--- src/sv/pointcloud_to_polar_min_scan_top_defines.svh ---
// ----------------------------------------------------------------------------
// Assertion macros for the polar minimum scan block
// Shared shorthand for clocked assertions, all disabled while reset is low.
// ----------------------------------------------------------------------------
`ifndef POINTCLOUD_TO_POLAR_MIN_SCAN_TOP_DEFINES_SVH
`define POINTCLOUD_TO_POLAR_MIN_SCAN_TOP_DEFINES_SVH

// The property must hold at every clock edge outside reset.
`define PTPMS_ASSERT(lbl, prop, msg) \
  lbl: assert property (@(posedge clk_i) disable iff (!rst_ni) (prop)) \
    else $error(msg);

// The boolean condition must never be seen outside reset.
`define PTPMS_ASSERT_NEVER(lbl, cond, msg) \
  lbl: assert property (@(posedge clk_i) disable iff (!rst_ni) !(cond)) \
    else $error(msg);

`endif

--- src/sv/ptpms_isqrt.sv ---
// ----------------------------------------------------------------------------
// Serial integer square root
// Floor square root, one result bit per cycle from the top.
// ----------------------------------------------------------------------------
module ptpms_isqrt #(
  parameter int IN_W = 49,
  parameter int N    = (IN_W + 1) / 2
) (
  input  logic            clk_i,
  input  logic            rst_ni,
  input  logic            start_i,
  input  logic [IN_W-1:0] value_i,
  output logic            busy_o,
  output logic [N-1:0]    root_o
);

  localparam int CW = $clog2(N + 1);

  logic [2*N-1:0] val_q;
  logic [N:0]     rem_q;
  logic [N-1:0]   root_q;
  logic [N+2:0]   sh, trial;
  logic           fits;
  logic [CW-1:0]  cnt_q;
  logic           busy_q;

  // Bring down the next bit pair and test the trial subtrahend.
  always_comb begin
    sh    = {rem_q, val_q[2*N-1 -: 2]};
    trial = {1'b0, root_q, 2'b01};
    fits  = sh >= trial;
  end

  // Step counter.
  always_ff @(posedge clk_i or negedge rst_ni) begin
    if (!rst_ni) begin
      busy_q <= 1'b0;
      cnt_q  <= '0;
    end else begin
      if (start_i) begin
        busy_q <= 1'b1;
        cnt_q  <= '0;
      end else if (busy_q) begin
        cnt_q <= cnt_q + 1'b1;
        if (cnt_q == CW'(N - 1)) begin
          busy_q <= 1'b0;
        end
      end
    end
  end

  // Remainder, root and operand shift registers.
  always_ff @(posedge clk_i) begin
    if (start_i) begin
      val_q  <= (2*N)'(value_i);
      rem_q  <= '0;
      root_q <= '0;
    end else if (busy_q) begin
      val_q  <= val_q << 2;
      rem_q  <= fits ? (N+1)'(sh - trial) : (N+1)'(sh);
      root_q <= {root_q[N-2:0], fits};
    end
  end

  assign busy_o = busy_q;
  assign root_o = root_q;

endmodule

--- config.mk ---
export PLATFORM = sky130hd
export DESIGN_NAME = ptpms_isqrt
export DESIGN_NICKNAME = d
export VERILOG_FILES = /design/src/sv/pointcloud_to_polar_min_scan_top_defines.svh /design/src/sv/ptpms_isqrt.sv
export SDC_FILE = /design/constraint.sdc
export NUM_CORES = 1
export LEC_CHECK = 0
export BUFFER_PORTS_ARGS = -buffer_cell sky130_fd_sc_hd__buf_2
export CORE_AREA = 2 2 117 119
export DETAILED_ROUTE_END_ITERATION = 12
export DIE_AREA = 0 0 119 121
export GPL_ROUTABILITY_DRIVEN = 0
export HOLD_SLACK_MARGIN = 0.12
export PLACE_DENSITY = 0.65
export SLEW_MARGIN = 10
export SYNTH_ARGS = -nofsm -noshare
export SYNTH_HDL_FRONTEND = slang
export SYNTH_SLANG_ARGS = --single-unit
--- constraint.sdc ---
create_clock -name clk_i -period 4.3 [get_ports clk_i]
set_input_delay 0.215 -clock clk_i [delete_from_list [all_inputs] [get_ports clk_i]]
set_output_delay 0.215 -clock clk_i [all_outputs]
set_load 0.01 [all_outputs]
==> impl_metrics.env <==
export IMPL_worst_slack_ns=0.864
export IMPL_drive_gt1_frac=0.240
export IMPL_vias_per_cell=5.36
export IMPL_ant_nets=0
export IMPL_grt_antenna_before_repair=0
export IMPL_hp_start="value_i[0]"
export IMPL_yosys_cell_types_count=61
export IMPL_min_path_type="in2reg"
export IMPL_synth_area_leader_cell="edfxtp_1"
export IMPL_path_max_fanout=15
export IMPL_clkSinkCount=107
export IMPL_clkTransAtPathRegs_ns=0.07
export IMPL_grt_pass1_vias=4150
export IMPL_reg2reg_from="root_o[0]"
export IMPL_syn2layout_area_growth_pct=14.5
export IMPL_synth_async_reset_ratio=0.0561
export IMPL_io_buffers=77
export IMPL_synth_cell_area_sq_mm=0.00581
export IMPL_end_kind="register"
export IMPL_ys_top_cells_by_count="nor2_1 (65), dfxtp_1 (52), edfxtp_1 (49)"
export IMPL_syn_num_nets=655
export IMPL_setup_violations=0
export IMPL_numCtsBuffers=9
export IMPL_die_area_sq_mm=0.0144
export IMPL_ios=78
export IMPL_ctsHtreeMaxLevel=3
export IMPL_wl_per_cell_microns=14.7
export IMPL_initial_core_util=0.444
export IMPL_cp_required_ns=4.56
export IMPL_min_period_over_period=0.799
export IMPL_peakVddDrop_mv=0.329
export IMPL_dr_pass1_iters=4
export IMPL_outcome="finished clean"
export IMPL_fmax_mhz=291
export IMPL_post_route_drc_count=0
export IMPL_drv_slew=0
export IMPL_final_util=0.508
export IMPL_first_iter_violations=235
export IMPL_core_area_sq_mm=0.0131
export IMPL_cts_tree="built"
export IMPL_worstSetupPathType="reg2reg"
export IMPL_max_cap_viol_count=0
export IMPL_power_leakage_nw=2.91
export IMPL_ys_ff_latch=107
export IMPL_clock_skew_ns=0.00698
export IMPL_diodes=0
export IMPL_die_h_microns=121
export IMPL_finalHoldViolCount=0
export IMPL_pre_cts_ws_ns=0.949
export IMPL_synth_main_ff_cell="dfxtp_1"
export IMPL_synth_edf_count=49
export IMPL_syn_mean_instance_area_sq_um=10.1
export IMPL_rsz0062_at_grt="no"
export IMPL_num_rows=42
export IMPL_synth_most_common_cell="nor2_1"
export IMPL_fp_dieW_microns=119
export IMPL_grt_max_degree=72
export IMPL_cts_buffer_depth=2
export IMPL_post_cts_resized=0
export IMPL_synth_warnings=0
export IMPL_clock_latency_ns=0.36
export IMPL_powerDensity_mw_per_mm2=620
export IMPL_wl_microns=12000
export IMPL_yosysTopAreaCellShare=0.253
export IMPL_dp_hpwl_microns=8370
export IMPL_grt_total_usage=0.172
export IMPL_grt_pass1_wl_microns=20100
export IMPL_whs_path_depth=2
export IMPL_grt_overflow=0
export IMPL_setup_tns_ns=0
export IMPL_synthCells=574
export IMPL_synthTopCellsByArea="edfxtp_1 (25%), dfxtp_1 (18%), mux2_2 (9.1%)"
export IMPL_rrSetupSlack_ns=0.86
export IMPL_timing_rr_end="rem_q[16]"
export IMPL_hold_path_end="val_q[0]"
export IMPL_final_nets=719
export IMPL_root_buffer="clkbuf_16"
export IMPL_period_needed_ns=3.44
export IMPL_reg2reg_depth=11
export IMPL_p_total_mw=4.12
export IMPL_cp_arrival_ns=3.69
export IMPL_worst_pin_slew_ns=1.01
export IMPL_num_vias=4389
export IMPL_cp_start_kind="register"
export IMPL_relSlewSlack=0.326
export IMPL_ys_seq_area_frac=0.458
-- report_power, final --
group / switching [mW] / internal (mW)
clock: 0.404 / 0.466
sequential: 0.103 / 1.22
combinational: 1.08 / 0.845
-- placed cells by master (no fill, tap or decap), types with 3 or more instances in the layout --
cell type	netlist	final
nor3_1	5	5
clkbuf_16	0	9
dfxtp_1	52	52
nor2_1	65	65
nand2b_1	4	4
mux2_2	47	47
a311oi_1	17	17
inv_6	0	3
o211ai_1	5	5
nand4_1	6	6
xnor2_1	15	15
a21oi_1	24	24
nand2_1	47	47
nor2b_1	5	5
ha_1	29	29
o21ai_0	13	13
edfxtp_1	49	49
buf_4	1	4
and3_1	6	6
a211oi_1	4	4
mux2i_1	27	27
buf_2	4	76
inv_1	37	36
xor2_1	7	7
dfrtp_1	6	5
nand3_1	12	12
o21bai_1	3	3
a31oi_1	9	9
a21o_1	11	11
-- per-stage QoR --
| stage | instances | instance area (sq um) | hold slack, ns |
|---|---|---|---|
| 2_1_floorplan | 574 | 5810 | -0.0806 |
| 3_3_place_gp | 802 | 6320 | 0.0401 |
| 4_1_cts | 819 | 6650 | 0.121 |
| 6_report | 819 | 6650 | 0.138 |
| 3_5_place_dp | 802 | 6320 | 0.0454 |
| 5_1_grt | 819 | 6650 | 0.140 |
-- cell families after synthesis --
kind of cell	synth area share
compound gates	0.134
xor+xnor	0.0332
buf+inv	0.0437
simple gates	0.130
fa+ha+maj	0.0625
mux	0.138
flops	0.458
-- how the worst max path moves through the flow --
stage / from / endpoint / slack [ns] / cells after the start
after floorplan: root_o[19] / rem_q[1] / 1.38 / 11
after detailed placement: root_o[0] / rem_q[16] / 0.95 / 11
after global placement: root_o[0] / rem_q[21] / 1.03 / 11
final: root_o[0] / rem_q[16] / 0.86 / 11
after CTS: root_o[0] / rem_q[16] / 0.88 / 11
after global routing: root_o[0] / rem_q[16] / 0.59 / 11
-- repair_timing --
item | CTS | global route
hold endpoints to repair | 6 | 0
buffers inserted | 0 | 0
hold buffers | 1 | 0
-- sequential cells by signal, indices dropped and copies added (netlist names) --
signal,count
val_q,50
rem_q,26
root_o,25
cnt_q,5
busy_o,1
-- layer usage --
layer	vias to the layer above	part of all wire	track usage
met1	2074	0.47	0.223
met4	0	0.017	0.0618
met3	19	0.068	0.0602
met5	-	0	0
met2	98	0.45	0.266
li1	2198	-	-
-- area by class of cell --
| cell class | count | area, sq um |
|---|---|---|
| Fill cell | 1206 | 6440 |
| Clock buffer | 9 | 225 |
| Inverter | 37 | 139 |
| Tap cell | 176 | 220 |
| Timing Repair Buffer | 81 | 420 |
| Clock inverter | 7 | 88.8 |
| Multi-Input combinational cell | 402 | 2890 |
| Sequential cell | 107 | 2660 |
-- critical path, cell delays in order, from the launching register on --
cell and delay, ns:
dfxtp_1 0.39, inv_1 0.06, ha_1 0.36, nor2b_1 0.17, o31a_1 0.27, o31ai_1 0.49
a21o_1 0.28, a211oi_1 0.15, nor2_2 0.48, buf_4 0.31, nand2_1 0.08, a311oi_1 0.27
No activity file was read; power rests on OpenSTA's default activity.
