--- src/sv/pointcloud_to_polar_min_scan_top_defines.svh ---
// ----------------------------------------------------------------------------
// Assertion macros for the polar minimum scan block
// Shared shorthand for clocked assertions, all disabled while reset is low.
// ----------------------------------------------------------------------------
`ifndef POINTCLOUD_TO_POLAR_MIN_SCAN_TOP_DEFINES_SVH
`define POINTCLOUD_TO_POLAR_MIN_SCAN_TOP_DEFINES_SVH

// The property must hold at every clock edge outside reset.
`define PTPMS_ASSERT(lbl, prop, msg) \
  lbl: assert property (@(posedge clk_i) disable iff (!rst_ni) (prop)) \
    else $error(msg);

// The boolean condition must never be seen outside reset.
`define PTPMS_ASSERT_NEVER(lbl, cond, msg) \
  lbl: assert property (@(posedge clk_i) disable iff (!rst_ni) !(cond)) \
    else $error(msg);

`endif

--- src/sv/ptpms_pkg.sv ---
// ----------------------------------------------------------------------------
// Polar minimum scan package
// Shared widths, register indexes and the arctangent table builder.
// ----------------------------------------------------------------------------
package ptpms_pkg;

  // Widths fixed by the register and result fields.
  localparam int STORE_W    = 24;
  localparam int RANGE_W    = 23;
  localparam int ANGLE_W    = 20;
  localparam int DIVIDEND_W = 20;
  localparam int STEP_W     = 19;
  localparam int START_W    = 19;
  localparam int COUNT_W    = 11;
  localparam int CFG_DATA_W = 24;
  localparam int CFG_IDX_W  = 3;
  localparam int BIN_NUM_W  = 10;

  localparam int CORDIC_ITERS = 40;
  localparam logic [STORE_W-1:0] EMPTY_MARK = 24'hFF_FFFF;

  // Configuration register indexes.
  typedef enum logic [CFG_IDX_W-1:0] {
    REG_HEIGHT_UPPER = 3'd0,
    REG_HEIGHT_LOWER = 3'd1,
    REG_DIST_UPPER   = 3'd2,
    REG_DIST_LOWER   = 3'd3,
    REG_ANGLE_START  = 3'd4,
    REG_ANGLE_STEP   = 3'd5,
    REG_BIN_COUNT    = 3'd6
  } cfg_reg_e;

  // Restoring division, used only to build constants at elaboration.
  function automatic logic [63:0] udiv64(input logic [63:0] a, input logic [63:0] b);
    logic [64:0] r;
    logic [63:0] q;
    r = '0;
    q = '0;
    for (int k = 63; k >= 0; k--) begin
      r = {r[63:0], a[k]};
      if (r >= {1'b0, b}) begin
        r = r - {1'b0, b};
        q[k] = 1'b1;
      end
    end
    return q;
  endfunction

  // Truncated arctangent series of 1/n in units of 2^-56 radian.
  function automatic logic [63:0] atan_recip(input logic [63:0] n);
    logic [63:0] p;
    logic [63:0] nn;
    logic [63:0] sum;
    logic [63:0] t;
    p   = udiv64(64'h4000_0000_0000_0000, n);
    nn  = n * n;
    sum = '0;
    for (int k = 0; k < 64; k++) begin
      if (p != '0) begin
        t = udiv64(p, 64'(2 * k + 1));
        if (k[0]) sum = sum - t;
        else      sum = sum + t;
        p = udiv64(p, nn);
      end
    end
    return sum >> 6;
  endfunction

  // One entry of the CORDIC angle table.
  function automatic logic [63:0] atan_entry(input int i);
    logic [63:0] v;
    if (i == 0) begin
      v = atan_recip(64'd2) + atan_recip(64'd3);
    end else if (i < 20) begin
      v = atan_recip(64'd1 << i);
    end else begin
      v = 64'd1 << (56 - i);
    end
    return v;
  endfunction

endpackage

--- src/sv/ptpms_div.sv ---
// ----------------------------------------------------------------------------
// Serial divider
// Restoring division of the angle offset by the bin width, one bit per cycle.
// ----------------------------------------------------------------------------
module ptpms_div (
  input  logic                                clk_i,
  input  logic                                rst_ni,
  input  logic                                start_i,
  input  logic [ptpms_pkg::DIVIDEND_W-1:0]    dividend_i,
  input  logic [ptpms_pkg::STEP_W-1:0]        divisor_i,
  output logic                                done_o,
  output logic [ptpms_pkg::DIVIDEND_W-1:0]    quotient_o
);
  import ptpms_pkg::*;

  localparam int CW = $clog2(DIVIDEND_W);

  logic [DIVIDEND_W-1:0] quo_q;
  logic [STEP_W-1:0]     rem_q, rem_nx;
  logic [STEP_W:0]       sh;
  logic                  fits;
  logic [CW-1:0]         cnt_q;
  logic                  busy_q, done_q;

  // Shift in the next dividend bit and try a subtraction.
  always_comb begin
    sh     = {rem_q, quo_q[DIVIDEND_W-1]};
    fits   = sh >= {1'b0, divisor_i};
    rem_nx = fits ? STEP_W'(sh - {1'b0, divisor_i}) : STEP_W'(sh);
  end

  // Bit counter and handshake.
  always_ff @(posedge clk_i or negedge rst_ni) begin
    if (!rst_ni) begin
      busy_q <= 1'b0;
      done_q <= 1'b0;
      cnt_q  <= '0;
    end else begin
      done_q <= 1'b0;
      if (start_i) begin
        busy_q <= 1'b1;
        cnt_q  <= '0;
      end else if (busy_q) begin
        cnt_q <= cnt_q + 1'b1;
        if (cnt_q == CW'(DIVIDEND_W - 1)) begin
          busy_q <= 1'b0;
          done_q <= 1'b1;
        end
      end
    end
  end

  // Remainder and quotient shift registers.
  always_ff @(posedge clk_i) begin
    if (start_i) begin
      quo_q <= dividend_i;
      rem_q <= '0;
    end else if (busy_q) begin
      quo_q <= {quo_q[DIVIDEND_W-2:0], fits};
      rem_q <= rem_nx;
    end
  end

  assign done_o     = done_q;
  assign quotient_o = quo_q;

endmodule

--- config.mk ---
export PLATFORM = sky130hd
export DESIGN_NAME = ptpms_div
export DESIGN_NICKNAME = d
export VERILOG_FILES = /design/src/sv/pointcloud_to_polar_min_scan_top_defines.svh /design/src/sv/ptpms_pkg.sv /design/src/sv/ptpms_div.sv
export SDC_FILE = /design/constraint.sdc
export NUM_CORES = 1
export LEC_CHECK = 0
export CORE_ASPECT_RATIO = 0.5
export CORE_UTILIZATION = 61
export CTS_CLUSTER_DIAMETER = 200
export DETAILED_ROUTE_END_ITERATION = 10
export DONT_BUFFER_PORTS = 1
export GPL_TIMING_DRIVEN = 1
export PLACE_DENSITY = 0.77
export SYNTH_ARGS = -nofsm -noshare
export SYNTH_HDL_FRONTEND = slang
export SYNTH_SLANG_ARGS = --single-unit
--- constraint.sdc ---
create_clock -name clk_i -period 7.8 [get_ports clk_i]
set_clock_uncertainty 0.05 [all_clocks]
set_input_delay 0.39 -clock clk_i [delete_from_list [all_inputs] [get_ports clk_i]]
set_output_delay 0.39 -clock clk_i [all_outputs]
set_load 0.01 [all_outputs]
==> results.sh <==
export IMPL_status="complete, no violations"
export IMPL_cts_resized=0
export IMPL_synth_cell_types=56
export IMPL_ir_drop_v=0.000156
export IMPL_synth_seq_area_share_pct=37.3
export IMPL_synthFlopType="edfxtp_1"
export IMPL_synth_xor_area_share_pct=4.81
export IMPL_fp_dieW_microns=103
export IMPL_period_needed_ps=3550
export IMPL_syn_nets=403
export IMPL_hold_violations=0
export IMPL_cts_buffer_depth=2
export IMPL_place_congestion=0.941
export IMPL_grt_setup_unrepaired="false"
export IMPL_synth_compound_area_share_pct=17.2
export IMPL_hold_class="in2reg"
export IMPL_pin_count=63
export IMPL_via_per_inst=6.25
export IMPL_crit_required_ps=7990
export IMPL_firstDrtPassIters=5
export IMPL_multi_input_area_sq_um=1750
export IMPL_r2r_slack_ps=4250
export IMPL_cts_htree_levels=2
export IMPL_relSlewSlack_pct=31.8
export IMPL_grt_max_degree=43
export IMPL_muxShareOfSynthArea_pct=10.1
export IMPL_fin_ws_ps=4250
export IMPL_grt_pass1_wl_microns=10300
export IMPL_fp_row_count=17
export IMPL_dp_hpwl_microns=4840
export IMPL_start_util_pct=66.8
export IMPL_final_antenna_net_count=0
export IMPL_die_area_sq_um=5380
export IMPL_setup_viol=0
export IMPL_area_growth_pct=3.92
export IMPL_fillers=364
export IMPL_core_sq_um=4640
export IMPL_clk_insertion_delay_late_ps=310
export IMPL_whs_ps=96.1
export IMPL_synthCells=340
export IMPL_postSynthAreaPerCell_sq_um=9.11
export IMPL_fp_dieH_microns=52.4
export IMPL_synth_top_family_by_area="compound AO/OA/AOI/OAI gates"
export IMPL_wl_microns=6710
export IMPL_setup_tns_ps=0
export IMPL_utilization_pct=69.4
export IMPL_arrival_ps=3740
export IMPL_ys_ff_latch=46
export IMPL_mostFrequentLayoutCells="nand2_1, nor2_1, inv_1, mux2_2"
export IMPL_cts_tree="yes"
export IMPL_p_per_area_nw_per_um2=313
export IMPL_grt_pass1_vias=2208
export IMPL_clock_sinks=46
export IMPL_port_buffers=0
export IMPL_drive_gt1_share_pct=10.9
export IMPL_path_class="reg2reg"
export IMPL_grt_usage_pct=26.1
export IMPL_max_slew_worst_pin_slew_ps=1020
export IMPL_drc_errors=0
export IMPL_numCtsBuffers=5
export IMPL_finalCritPeriodShare_pct=45.6
export IMPL_slew_violations=0
export IMPL_maxCapViolations=0
export IMPL_grt_overflow=0
export IMPL_worst_path_max_fanout=15
export IMPL_layout_commonest_cell="nand2_1"
export IMPL_num_vias=2475
export IMPL_yosysWarnings=0
export IMPL_dp_slack_ps=4330
export IMPL_critPathCaptureType="flip-flop"
export IMPL_synthSimpleGateAreaFrac_pct=15.8
export IMPL_clock_root_buffer="clkbuf_8"
export IMPL_cp_start_kind="flip-flop"
export IMPL_syn_area_sq_um=3100
export IMPL_cts_setup_buffers=0
export IMPL_clkSlewWorstSetupHoldPaths_ps=90
export IMPL_regArea_sq_um=1160
export IMPL_diodes=0
export IMPL_antenna_found_initial=0
export IMPL_final_nets=392
export IMPL_synth_fa_ha_area_share_pct=8.72
export IMPL_async_flop_share_pct=15.2
export IMPL_drt_iter0_drc=94
export IMPL_max_freq_ghz=0.281
export IMPL_wl_per_cell_microns=16.9
export IMPL_synth_edff_count=20
export IMPL_leakagePower_uw=0.00136
metal layers:
metal  routed length [microns]  share of wire [%]  vias to the layer above  track usage [%]
met3                       502                7.5                        9             6.80
met2                      2970                 44                      106             43.0
li1                          -                  -                     1201                -
met5                         0                  0                        -                0
met4                        57               0.85                        0             7.04
met1                      3180                 47                     1159             34.2
sequential cells by signal, summed over array words and instances, names as in the netlist:
name and flops:
busy_q 1, cnt_q 5, done_o 1, quotient_o 20, rem_q 19
synth_stat cells, types with 2 or more instances:
cell type / n / area share (%)
mux2i_1: 6 / 1.9
a21boi_0: 2 / 0.48
a21oi_1: 20 / 3.2
a21o_1: 6 / 1.5
nand2b_1: 5 / 1.0
dfrtp_1: 7 / 5.7
inv_1: 25 / 3.0
buf_6: 2 / 0.73
nand3_1: 9 / 1.5
dfxtp_1: 19 / 12
nor3_1: 6 / 0.97
o21ai_1: 5 / 0.81
nand4_1: 6 / 1.2
o221ai_1: 2 / 0.57
nor2_1: 29 / 3.5
a211oi_1: 4 / 0.97
nand2_1: 40 / 4.8
edfxtp_1: 20 / 19
clkbuf_1: 16 / 1.9
xor2_1: 6 / 1.7
o31ai_1: 2 / 0.48
a31oi_1: 3 / 0.61
o22ai_1: 2 / 0.40
ha_1: 20 / 8.1
o21ai_0: 9 / 1.5
a311oi_1: 9 / 2.5
mux2_2: 21 / 7.6
xnor2_1: 11 / 3.1
final cells by class:
| type | instances | share of cell area, % |
|---|---|---|
| Clock inverter | 3 | 1.48 |
| Clock buffer | 5 | 2.14 |
| Tap cell | 66 | 2.57 |
| Sequential cell | 46 | 35.9 |
| Multi-Input combinational cell | 249 | 54.4 |
| Timing Repair Buffer | 2 | 0.544 |
| Inverter | 25 | 2.91 |
per-stage QoR:
step / area (sq um) / std cells / total power, uW
2_1_floorplan: 3100 / 340 / 735
4_1_cts: 3220 / 396 / 1000
3_5_place_dp: 3090 / 387 / 810
6_report: 3220 / 396 / 1010
5_1_grt: 3220 / 396 / 1070
3_3_place_gp: 3090 / 387 / 795
what timing repair did:
item / CTS / global route
endpoints found under the hold margin: 7 / 0
endpoints found under the setup margin: 0 / 0
hold buffers: 1 / 0
worst max-delay path, cell delays in order (launching register included):
cell	delay (ps)
edfxtp_1	470
inv_1	110
ha_1	180
fa_1	190
nand2b_2	150
a21oi_1	70
a211o_1	370
o311a_1	410
nor3b_2	850
mux2_2	430
a211oi_1	210
final timing paths:
kind | end | start | cells after the start
worst max-delay path | rem_q[0]$_SDFFE_PP0P_ | quotient_o[19]$_DFFE_PP_ | 10
worst min-delay path | cnt_q[2]$_DFFE_PN0P_ | start_i | 1
worst max register to register | rem_q[0]$_SDFFE_PP0P_ | quotient_o[19]$_DFFE_PP_ | 10
worst min register to register | rem_q[15]$_SDFFE_PP0P_ | rem_q[15]$_SDFFE_PP0P_ | 2
max in group asynchronous | cnt_q[0]$_DFFE_PN0P_ | rst_ni | 1
min in group asynchronous | cnt_q[1]$_DFFE_PN0P_ | rst_ni | 1
report_power, final:
group	internal, uW	leakage, uW	total (uW)	switching (uW)
Combinational	192	0.000840	465	274
Clock	97.9	0.0000606	187	88.8
Sequential	307	0.000458	355	48.7
cell families (layout without fill, tap and decap cells):
logic type	after synthesis	count (layout)
compound gates	78	78
xor+xnor	17	17
fa+ha+maj	21	21
buf+inv	45	35
flops	46	46
mux	28	28
simple gates	105	105
Power figures use the tool's default switching activity.
